[src/rtl/hilb_pkg.sv]
`default_nettype none

package hilb_pkg;

	// table depth
	localparam int TABLE_DEPTH = 16;
	localparam int IDX_W = $clog2(TABLE_DEPTH);
	localparam int CNT_W = $clog2(TABLE_DEPTH + 1);

	// fixed field widths
	localparam int ENTRY_W = 4;
	localparam int CONN_W = 16;
	localparam int LAT_W = 24;
	localparam int WORD_W = 32;
	localparam int CFG_IDX_W = 1;

	localparam logic [WORD_W-1:0] LFSR_MASK = 32'hA300_0000;

	// register indexes
	localparam logic [CFG_IDX_W-1:0] CFG_STRATEGY = 1'b0;
	localparam logic [CFG_IDX_W-1:0] CFG_SEED = 1'b1;

	// item kinds
	localparam logic OP_UPDATE = 1'b0;
	localparam logic OP_SELECT = 1'b1;

	typedef enum logic [2:0] {
		STRAT_ROUND_ROBIN = 3'd0,
		STRAT_LEAST_CONN = 3'd1,
		STRAT_RANDOM = 3'd2,
		STRAT_LEAST_LAT = 3'd3,
		STRAT_HASH = 3'd4
	} strategy_t;

	typedef enum logic [2:0] {
		ST_IDLE,
		ST_SCAN,
		ST_SCAN_END,
		ST_DECIDE,
		ST_DIV,
		ST_RANK,
		ST_DONE
	} state_t;

	// one step of the galois lfsr
	function automatic logic [WORD_W-1:0] lfsr_next(input logic [WORD_W-1:0] v);
		logic [WORD_W-1:0] s;
		s = v >> 1;
		if (v[0]) begin
			s = s ^ LFSR_MASK;
		end
		return s;
	endfunction

endpackage

`default_nettype wire

[src/rtl/hilb_if.sv]
`default_nettype none

interface hilb_req_if;
	logic valid;
	logic ready;
	logic opcode;
	logic [hilb_pkg::ENTRY_W-1:0] entry_index;
	logic healthy_flag;
	logic [hilb_pkg::CONN_W-1:0] connection_count;
	logic [hilb_pkg::LAT_W-1:0] latency_us;
	logic [hilb_pkg::WORD_W-1:0] client_hash;
	logic hash_present;

	modport source (
		output valid, opcode, entry_index, healthy_flag, connection_count,
			latency_us, client_hash, hash_present,
		input ready
	);
	modport sink (
		input valid, opcode, entry_index, healthy_flag, connection_count,
			latency_us, client_hash, hash_present,
		output ready
	);
endinterface

interface hilb_resp_if;
	logic valid;
	logic ready;
	logic found;
	logic [hilb_pkg::ENTRY_W-1:0] chosen_index;

	modport source (
		output valid, found, chosen_index,
		input ready
	);
	modport sink (
		input valid, found, chosen_index,
		output ready
	);
endinterface

`default_nettype wire

[src/rtl/healthy_instance_load_balancer_core.sv]
`default_nettype none

// healthy instance load balancer: keeps a table of TABLE_DEPTH entries
// (healthy flag, connection count, latency in us). an update beat writes
// one entry and gives no result; a select beat gives one result beat
// naming a healthy entry, or found = 0 when none is healthy. a select
// walks the table one entry a cycle, as the entry store has a single
// read port; the least-connections and least-latency strategies then
// finish at once, the others run a shared restoring divider one quotient
// bit a cycle for the rank and walk the healthy flags again to find the
// entry of that rank. req is not ready while a select is at work. the
// result sits in an output register, so updates are still taken while it
// waits. writing random_seed reloads the lfsr at once (zero loads as one).
module healthy_instance_load_balancer_core (
	input  wire logic clk,
	input  wire logic arst_n,
	input  wire logic cfg_we,
	input  wire logic [hilb_pkg::CFG_IDX_W-1:0] cfg_index,
	input  wire logic [hilb_pkg::WORD_W-1:0] cfg_data,
	hilb_req_if.sink req,
	hilb_resp_if.source resp
);

	localparam int IDX_W = hilb_pkg::IDX_W;
	localparam int CNT_W = hilb_pkg::CNT_W;
	localparam int WORD_W = hilb_pkg::WORD_W;
	localparam int LAT_W = hilb_pkg::LAT_W;
	localparam int CONN_W = hilb_pkg::CONN_W;
	localparam int NUM = hilb_pkg::TABLE_DEPTH;
	localparam logic [IDX_W-1:0] LAST_IDX = IDX_W'(NUM - 1);
	localparam int STEP_W = $clog2(WORD_W);

	// fsm
	hilb_pkg::state_t state_q, state_nxt;

	// configuration
	hilb_pkg::strategy_t strategy_q;
	logic [WORD_W-1:0] lfsr_q;
	logic [WORD_W-1:0] rot_q;

	// entry store: healthy flags in flops, the rest in memory
	logic [NUM-1:0] healthy_q;
	logic [CONN_W-1:0] conn_mem [NUM];
	logic [LAT_W-1:0] lat_mem [NUM];

	// walk control
	logic [IDX_W-1:0] idx_q;
	logic [CNT_W-1:0] cnt_q;
	logic [CNT_W-1:0] seen_q;
	logic have_q;
	logic [LAT_W-1:0] best_q;
	logic [IDX_W-1:0] best_idx_q;

	// read stage of the walk
	logic vld_s1;
	logic hlt_s1;
	logic [IDX_W-1:0] idx_s1;
	logic [LAT_W-1:0] key_s1;

	// divider
	logic [STEP_W-1:0] step_q;
	logic [WORD_W-1:0] dividend_q;
	logic [CNT_W-1:0] rem_q;
	logic [CNT_W:0] trial;
	logic trial_ge;

	// captured select fields
	logic [WORD_W-1:0] hash_q;
	logic hash_present_q;

	// result
	logic found_q;
	logic [IDX_W-1:0] chosen_q;
	logic out_valid_q;
	logic out_found_q;
	logic [hilb_pkg::ENTRY_W-1:0] out_index_q;

	logic req_fire;
	logic upd_ok;
	logic rank_hit;
	logic out_load;
	logic [WORD_W-1:0] lfsr_step;
	logic [IDX_W-1:0] wr_addr;

	assign req_fire = req.valid && req.ready;
	assign upd_ok = (32'(req.entry_index) < 32'(NUM));
	assign wr_addr = IDX_W'(req.entry_index);
	assign trial = {rem_q, dividend_q[WORD_W-1]};
	assign trial_ge = (trial >= {1'b0, cnt_q});
	assign rank_hit = healthy_q[idx_q] && (seen_q == rem_q);
	assign lfsr_step = hilb_pkg::lfsr_next(lfsr_q);
	assign out_load = (state_q == hilb_pkg::ST_DONE) && (!out_valid_q || resp.ready);

	assign resp.valid = out_valid_q;
	assign resp.found = out_found_q;
	assign resp.chosen_index = out_index_q;

	always_ff @(posedge clk or negedge arst_n) begin
		if (!arst_n) begin
			state_q <= hilb_pkg::ST_IDLE;
		end else begin
			state_q <= state_nxt;
		end
	end

	always_comb begin
		state_nxt = state_q;
		req.ready = 1'b0;
		case (state_q)
			hilb_pkg::ST_IDLE: begin
				req.ready = 1'b1;
				if (req.valid && req.opcode == hilb_pkg::OP_SELECT) begin
					state_nxt = hilb_pkg::ST_SCAN;
				end
			end
			hilb_pkg::ST_SCAN: begin
				if (idx_q == LAST_IDX) begin
					state_nxt = hilb_pkg::ST_SCAN_END;
				end
			end
			hilb_pkg::ST_SCAN_END: state_nxt = hilb_pkg::ST_DECIDE;
			hilb_pkg::ST_DECIDE: begin
				if (cnt_q == '0) begin
					state_nxt = hilb_pkg::ST_DONE;
				end else begin
					case (strategy_q)
						hilb_pkg::STRAT_LEAST_CONN,
						hilb_pkg::STRAT_LEAST_LAT: state_nxt = hilb_pkg::ST_DONE;
						default: state_nxt = hilb_pkg::ST_DIV;
					endcase
				end
			end
			hilb_pkg::ST_DIV: begin
				if (step_q == '0) begin
					state_nxt = hilb_pkg::ST_RANK;
				end
			end
			hilb_pkg::ST_RANK: begin
				if (rank_hit) begin
					state_nxt = hilb_pkg::ST_DONE;
				end
			end
			hilb_pkg::ST_DONE: begin
				if (out_load) begin
					state_nxt = hilb_pkg::ST_IDLE;
				end
			end
			default: state_nxt = hilb_pkg::ST_IDLE;
		endcase
	end

	// control registers
	always_ff @(posedge clk or negedge arst_n) begin
		if (!arst_n) begin
			strategy_q <= hilb_pkg::STRAT_ROUND_ROBIN;
			lfsr_q <= WORD_W'(1);
			rot_q <= '0;
			healthy_q <= '0;
			idx_q <= '0;
			cnt_q <= '0;
			seen_q <= '0;
			have_q <= 1'b0;
			step_q <= '0;
			vld_s1 <= 1'b0;
			out_valid_q <= 1'b0;
		end else begin
			vld_s1 <= (state_q == hilb_pkg::ST_SCAN);
			if (out_load) begin
				out_valid_q <= 1'b1;
			end else if (resp.ready) begin
				out_valid_q <= 1'b0;
			end

			// the user must write config only while the block is idle; the block does not enforce it
			if (cfg_we) begin
				case (cfg_index)
					hilb_pkg::CFG_STRATEGY: strategy_q <= hilb_pkg::strategy_t'(cfg_data[2:0]);
					hilb_pkg::CFG_SEED: lfsr_q <= (cfg_data == '0) ? WORD_W'(1) : cfg_data;
					default: ;
				endcase
			end

			// walk stage: count healthy entries and keep the running minimum
			if (vld_s1 && hlt_s1) begin
				cnt_q <= cnt_q + CNT_W'(1);
				if (!have_q || key_s1 < best_q) begin
					have_q <= 1'b1;
				end
			end

			case (state_q)
				hilb_pkg::ST_IDLE: begin
					if (req_fire) begin
						if (req.opcode == hilb_pkg::OP_UPDATE) begin
							if (upd_ok) begin
								healthy_q[wr_addr] <= req.healthy_flag;
							end
						end else begin
							idx_q <= '0;
							cnt_q <= '0;
							have_q <= 1'b0;
						end
					end
				end
				hilb_pkg::ST_SCAN: idx_q <= idx_q + IDX_W'(1);
				hilb_pkg::ST_DECIDE: begin
					idx_q <= '0;
					seen_q <= '0;
					step_q <= STEP_W'(WORD_W - 1);
					if (cnt_q != '0) begin
						case (strategy_q)
							hilb_pkg::STRAT_ROUND_ROBIN: rot_q <= rot_q + WORD_W'(1);
							hilb_pkg::STRAT_RANDOM: lfsr_q <= lfsr_step;
							default: ;
						endcase
					end
				end
				hilb_pkg::ST_DIV: step_q <= step_q - STEP_W'(1);
				hilb_pkg::ST_RANK: begin
					if (!rank_hit) begin
						idx_q <= idx_q + IDX_W'(1);
						if (healthy_q[idx_q]) begin
							seen_q <= seen_q + CNT_W'(1);
						end
					end
				end
				default: ;
			endcase
		end
	end

	// entry store and datapath
	always_ff @(posedge clk) begin
		if (state_q == hilb_pkg::ST_IDLE && req_fire && req.opcode == hilb_pkg::OP_UPDATE
				&& upd_ok) begin
			conn_mem[wr_addr] <= req.connection_count;
			lat_mem[wr_addr] <= req.latency_us;
		end

		// registered read of the walked entry
		hlt_s1 <= healthy_q[idx_q];
		idx_s1 <= idx_q;
		if (strategy_q == hilb_pkg::STRAT_LEAST_CONN) begin
			key_s1 <= LAT_W'(conn_mem[idx_q]);
		end else begin
			key_s1 <= lat_mem[idx_q];
		end

		// strict less-than keeps ties on the lowest index
		if (vld_s1 && hlt_s1 && (!have_q || key_s1 < best_q)) begin
			best_q <= key_s1;
			best_idx_q <= idx_s1;
		end

		if (state_q == hilb_pkg::ST_IDLE && req_fire) begin
			hash_q <= req.client_hash;
			hash_present_q <= req.hash_present;
		end

		case (state_q)
			hilb_pkg::ST_DECIDE: begin
				rem_q <= '0;
				found_q <= (cnt_q != '0);
				// minimum strategies take the walk's winner, the rest start from zero
				chosen_q <= ((cnt_q != '0) && (strategy_q inside {hilb_pkg::STRAT_LEAST_CONN,
						hilb_pkg::STRAT_LEAST_LAT})) ? best_idx_q : '0;
				case (strategy_q)
					hilb_pkg::STRAT_ROUND_ROBIN: dividend_q <= rot_q;
					hilb_pkg::STRAT_RANDOM: dividend_q <= lfsr_step;
					hilb_pkg::STRAT_HASH: dividend_q <= hash_present_q ? hash_q : '0;
					default: dividend_q <= '0;
				endcase
			end
			hilb_pkg::ST_DIV: begin
				// restoring step, remainder only
				dividend_q <= {dividend_q[WORD_W-2:0], 1'b0};
				if (trial_ge) begin
					rem_q <= CNT_W'(trial - {1'b0, cnt_q});
				end else begin
					rem_q <= trial[CNT_W-1:0];
				end
			end
			hilb_pkg::ST_RANK: begin
				if (rank_hit) begin
					chosen_q <= idx_q;
				end
			end
			default: ;
		endcase

		if (out_load) begin
			out_found_q <= found_q;
			out_index_q <= hilb_pkg::ENTRY_W'(chosen_q);
		end
	end

endmodule

`default_nettype wire

[src/flat_wrapper.sv]
// flat-port wrapper written by rule: the top's interface ports become plain ports
module healthy_instance_load_balancer_core_flat 
  (clk, arst_n, cfg_we, cfg_index, cfg_data, req_valid, req_opcode, req_entry_index, req_healthy_flag, req_connection_count, req_latency_us, req_client_hash, req_hash_present, req_ready, resp_valid, resp_found, resp_chosen_index, resp_ready);
  hilb_req_if req_i ();
  hilb_resp_if resp_i ();
  input  wire logic clk;
  input  wire logic arst_n;
  input  wire logic cfg_we;
  input  wire logic [hilb_pkg::CFG_IDX_W-1:0] cfg_index;
  input  wire logic [hilb_pkg::WORD_W-1:0] cfg_data;
  input wire logic [$bits(req_i.valid)-1:0] req_valid;
  input wire logic [$bits(req_i.opcode)-1:0] req_opcode;
  input wire logic [$bits(req_i.entry_index)-1:0] req_entry_index;
  input wire logic [$bits(req_i.healthy_flag)-1:0] req_healthy_flag;
  input wire logic [$bits(req_i.connection_count)-1:0] req_connection_count;
  input wire logic [$bits(req_i.latency_us)-1:0] req_latency_us;
  input wire logic [$bits(req_i.client_hash)-1:0] req_client_hash;
  input wire logic [$bits(req_i.hash_present)-1:0] req_hash_present;
  output wire logic [$bits(req_i.ready)-1:0] req_ready;
  output wire logic [$bits(resp_i.valid)-1:0] resp_valid;
  output wire logic [$bits(resp_i.found)-1:0] resp_found;
  output wire logic [$bits(resp_i.chosen_index)-1:0] resp_chosen_index;
  input wire logic [$bits(resp_i.ready)-1:0] resp_ready;
  assign req_i.valid = req_valid;
  assign req_i.opcode = req_opcode;
  assign req_i.entry_index = req_entry_index;
  assign req_i.healthy_flag = req_healthy_flag;
  assign req_i.connection_count = req_connection_count;
  assign req_i.latency_us = req_latency_us;
  assign req_i.client_hash = req_client_hash;
  assign req_i.hash_present = req_hash_present;
  assign req_ready = req_i.ready;
  assign resp_valid = resp_i.valid;
  assign resp_found = resp_i.found;
  assign resp_chosen_index = resp_i.chosen_index;
  assign resp_i.ready = resp_ready;
  healthy_instance_load_balancer_core u_core (.clk(clk), .arst_n(arst_n), .cfg_we(cfg_we), .cfg_index(cfg_index), .cfg_data(cfg_data), .req(req_i), .resp(resp_i));
endmodule
[config.mk]
export PLATFORM = sky130hd
export DESIGN_NAME = healthy_instance_load_balancer_core_flat
export DESIGN_NICKNAME = d
export VERILOG_FILES = /design/src/rtl/hilb_pkg.sv /design/src/rtl/hilb_if.sv /design/src/rtl/healthy_instance_load_balancer_core.sv /design/src/flat_wrapper.sv
export SDC_FILE = /design/constraint.sdc
export NUM_CORES = 1
export LEC_CHECK = 0
export BUFFER_PORTS_ARGS = -buffer_cell sky130_fd_sc_hd__buf_2
export CORE_ASPECT_RATIO = 1.2
export CORE_MARGIN = 2
export CORE_UTILIZATION = 30
export CTS_CLUSTER_DIAMETER = 150
export DETAILED_ROUTE_END_ITERATION = 16
export PLACE_DENSITY_LB_ADDON = 0.05
export SYNTH_ARGS = -nofsm -noshare
export SYNTH_HDL_FRONTEND = slang
export SYNTH_SLANG_ARGS = --single-unit
[constraint.sdc]
create_clock -name clk -period 12.1 [get_ports clk]
set_input_delay 0.605 -clock clk [delete_from_list [all_inputs] [get_ports clk]]
set_output_delay 0.605 -clock clk [all_outputs]
set_load 0.02 [all_outputs]
==> flow_summary.ini <==
[logic_synthesis]
synth_cells = 1816
ys_seq_area_share_pct = 73.8
ys_ff_latch = 885
synth_edf_count = 748
synthAdderAreaFrac_pct = 1.31
synth_compound_area_share_pct = 3.90
synth-main-ff-cell = edfxtp_1
synthXorXnorAreaFrac_pct = 1.13
synth.distinct_cells = 59
syn_area_per_cell_sq_um = 19.2
synth-async-reset-ratio_pct = 12.2
yosysWarningCount = 0
syn-num-nets = 1969
synthesis.area_sq_um = 34900
synth.area.mux_share_pct = 14.5
synth_simple_gate_area_share_pct = 3.81
synth_top_family_by_area = multiplexers

[pwr]
swShare_pct = 21.4
total_power_mw = 6.36
seqPwrFrac_pct = 52.7
p_per_area_nw_per_um2 = 157
p_leak_nw = 13.3
power_frac_comb_pct = 2.3
clkPwrFrac_pct = 45.0
peakVddDrop_uv = 104
netSwitchingPower_mw = 1.36
internal_power_mw = 5.00

[worst_setup_path]
arrival_ns = 4.17
reg2reg_slack_ns = 8.51
crit_path_top_delay_cell = buf_4
worst-setup-path-type = reg2reg
required_ns = 12.68
slowest_delay_ns = 0.88
crit_buf_inv = 2
cp-end-kind = flip-flop
crit_fanout = 56
crit_path_cell_trace = buf_4 -> buf_4 -> mux4_2 -> mux4_2 -> mux2_2
path_delay_family = buffers and inverters
cp-start-kind = flip-flop

[final_layout]
multi_input_area_sq_um = 8740
mostFrequentLayoutCell = edfxtp_1
drive_above_1_share_pct = 27.8
layout_common_cells = edfxtp_1 (748), mux4_2 (200), buf_2 (122)
fill_cells = 10900
finish.net_count = 2142
fin_cells = 3601
area_growth_pct = 16.4
ff_latch_area_sq_um = 25800

[floorplan]
io_pins = 124
fp-row-count = 137
initial_utilization_pct = 30.1
die_w_microns = 315
die_area_sq_um = 119000
fp.coreArea_sq_um = 116000
dieHeight_microns = 377

[route]
vias_per_cell = 4.92
ant_nets = 0
num_vias = 17700
drc = 0
drt_pass1_iterations = 6
wire_per_inst_microns = 26.9
drt_iter0_drc = 1310
drt_wl_total_microns = 96700

[grt]
grt_antenna_before_repair = 14
grt_pass1_wl_microns = 140000
grt_max_degree = 89
grt_usage_pct = 16.5
first_global_vias = 19200
overflow = 0

[placed_design]
hpwlAfterDp_microns = 54500
dp.cells = 3418
portBuffers = 123
place.gp.congestion = 0.735

[clock_network]
clkLatencyLatePin_ns = 0.70
cts_root_buf = clkbuf_16
clk_pin_slew_ns = 0.06
post_cts_buffers = 0
cts_tree = done
cts.repair.resized = 0
cts_inserted_buffers = 97
holdBufCountCts = 1
cts_buffer_depth = 3
cts_sinks = 885
htreeDepth = 3

[timing]
tns_ns = 0
rsz0062_at_grt = no
worstMarginPinSlew_ns = 1.16
fmax_mhz = 279
skew_ns = 0.0238
slew_headroom_pct = 22.7
period_needed_ns = 3.59
fin_crit_sh_pct = 29.6
slew_violations = 0
setup_viol = 0
hold_viol = 0

[hold_path]
hold_class = in2reg

[flow_run]
max_cap_violations = 0

[outcome]
run_status = finished, final reports clean
state kept, by name, indices dropped and copies added (netlist names), 5 cells and up:
name and count:
u_core.best_q 24, u_core.conn_mem 256, u_core.rem_q 5, u_core.lfsr_q 32, u_core.healthy_q 16, u_core.hash_q 32, u_core.lat_mem 384, u_core.seen_q 5
u_core.cnt_q 5, u_core.key_s1 24, u_core.step_q 5, u_core.dividend_q 32, u_core.rot_q 32
power by group through the flow:
stage          logic [mW]  clock network, mW  registers, mW
6_report            0.147               2.86           3.35
5_1_grt             0.166               3.07           3.35
4_1_cts             0.152               2.96           3.35
3_5_place_dp        0.150                  0           3.41
3_3_place_gp        0.148                  0           3.41
2_1_floorplan      0.0598                  0           3.40
cell families (layout without fill, tap and decap cells):
group / count (synthesis) / after routing
DFF: 885 / 885
muxes: 249 / 249
buffers and inverters: 127 / 382
and+or+nand+nor: 273 / 273
other: 0 / 1
AOI/OAI and AO/OA: 201 / 201
xor gates and xnor gates: 45 / 45
adders and majority gates: 36 / 36
through the flow:
step	util, %	hold WS [ns]	setup slack, ns	cell area, sq um
final	35.1	0.0892	8.51	40600
after global routing	35.1	0.0505	8.34	40600
after CTS	35.1	0.0214	8.38	40600
after detailed placement	32.4	0.390	8.39	37500
after global placement	32.4	0.388	8.38	37500
after floorplan	-	0.309	6.96	34900
path summary, 6_finish.rpt:
kind | startpoint | end | cells past startpoint
min in group asynchronous | arst_n | u_core.rot_q[18] | 2
hold / removal | req_client_hash[12] | u_core.hash_q[12] | 1
setup / recovery | u_core.idx_q[1] | u_core.key_s1[10] | 5
hold reg to reg | u_core.idx_s1[2] | u_core.best_idx_q[2] | 0
setup reg to reg | u_core.idx_q[1] | u_core.key_s1[10] | 5
max in group asynchronous | arst_n | u_core.idx_q[2] | 3
cell usage after synthesis, types with 4 or more instances:
library cell | count | area share, %
and3_1 | 12 | 0.22
xor2_1 | 9 | 0.23
a21oi_1 | 24 | 0.34
inv_1 | 36 | 0.39
a222oi_1 | 31 | 0.89
mux2i_1 | 13 | 0.37
nor3_1 | 12 | 0.17
nand2_1 | 113 | 1.2
nor3b_1 | 4 | 0.086
nor2b_1 | 18 | 0.32
nor4_1 | 10 | 0.18
buf_6 | 5 | 0.16
nand4_1 | 16 | 0.29
buf_2 | 19 | 0.27
a21o_1 | 5 | 0.11
o21ai_0 | 76 | 1.1
a211oi_1 | 6 | 0.13
mux4_2 | 200 | 13
nor2_1 | 38 | 0.41
o31ai_1 | 5 | 0.11
clkbuf_1 | 59 | 0.64
ha_1 | 35 | 1.3
a22oi_1 | 35 | 0.75
nand2b_1 | 8 | 0.14
dfrtp_1 | 107 | 7.7
buf_1 | 7 | 0.075
dfxtp_1 | 29 | 1.7
xnor2_1 | 36 | 0.90
mux2_2 | 36 | 1.2
edfxtp_1 | 748 | 64
nand3_1 | 20 | 0.29
per-layer routing:
layer	GRT usage, %	up-vias	part of all wire [%]
met3	2.88	131	4.3
met5	0	-	0.072
met4	4.74	12	1.9
li1	-	7745	-
met1	20.5	9447	42
met2	29.3	392	52
final cells by class:
class / count / area share (%)
Antenna cell: 1 / 0.00617
Clock buffer: 122 / 6.50
Clock inverter: 59 / 1.06
Inverter: 37 / 0.342
Multi-Input combinational cell: 804 / 21.6
Sequential cell: 885 / 63.5
Tap cell: 1529 / 4.72
Timing Repair Buffer: 164 / 2.32
worst reg2reg max path: stages (launching register included):
cell and delay [ns]:
dfrtp_4 0.72, buf_4 0.89, buf_4 0.67, mux4_2 0.42
mux4_2 0.51, mux2_2 0.27
Power figures use the tool's default switching activity.
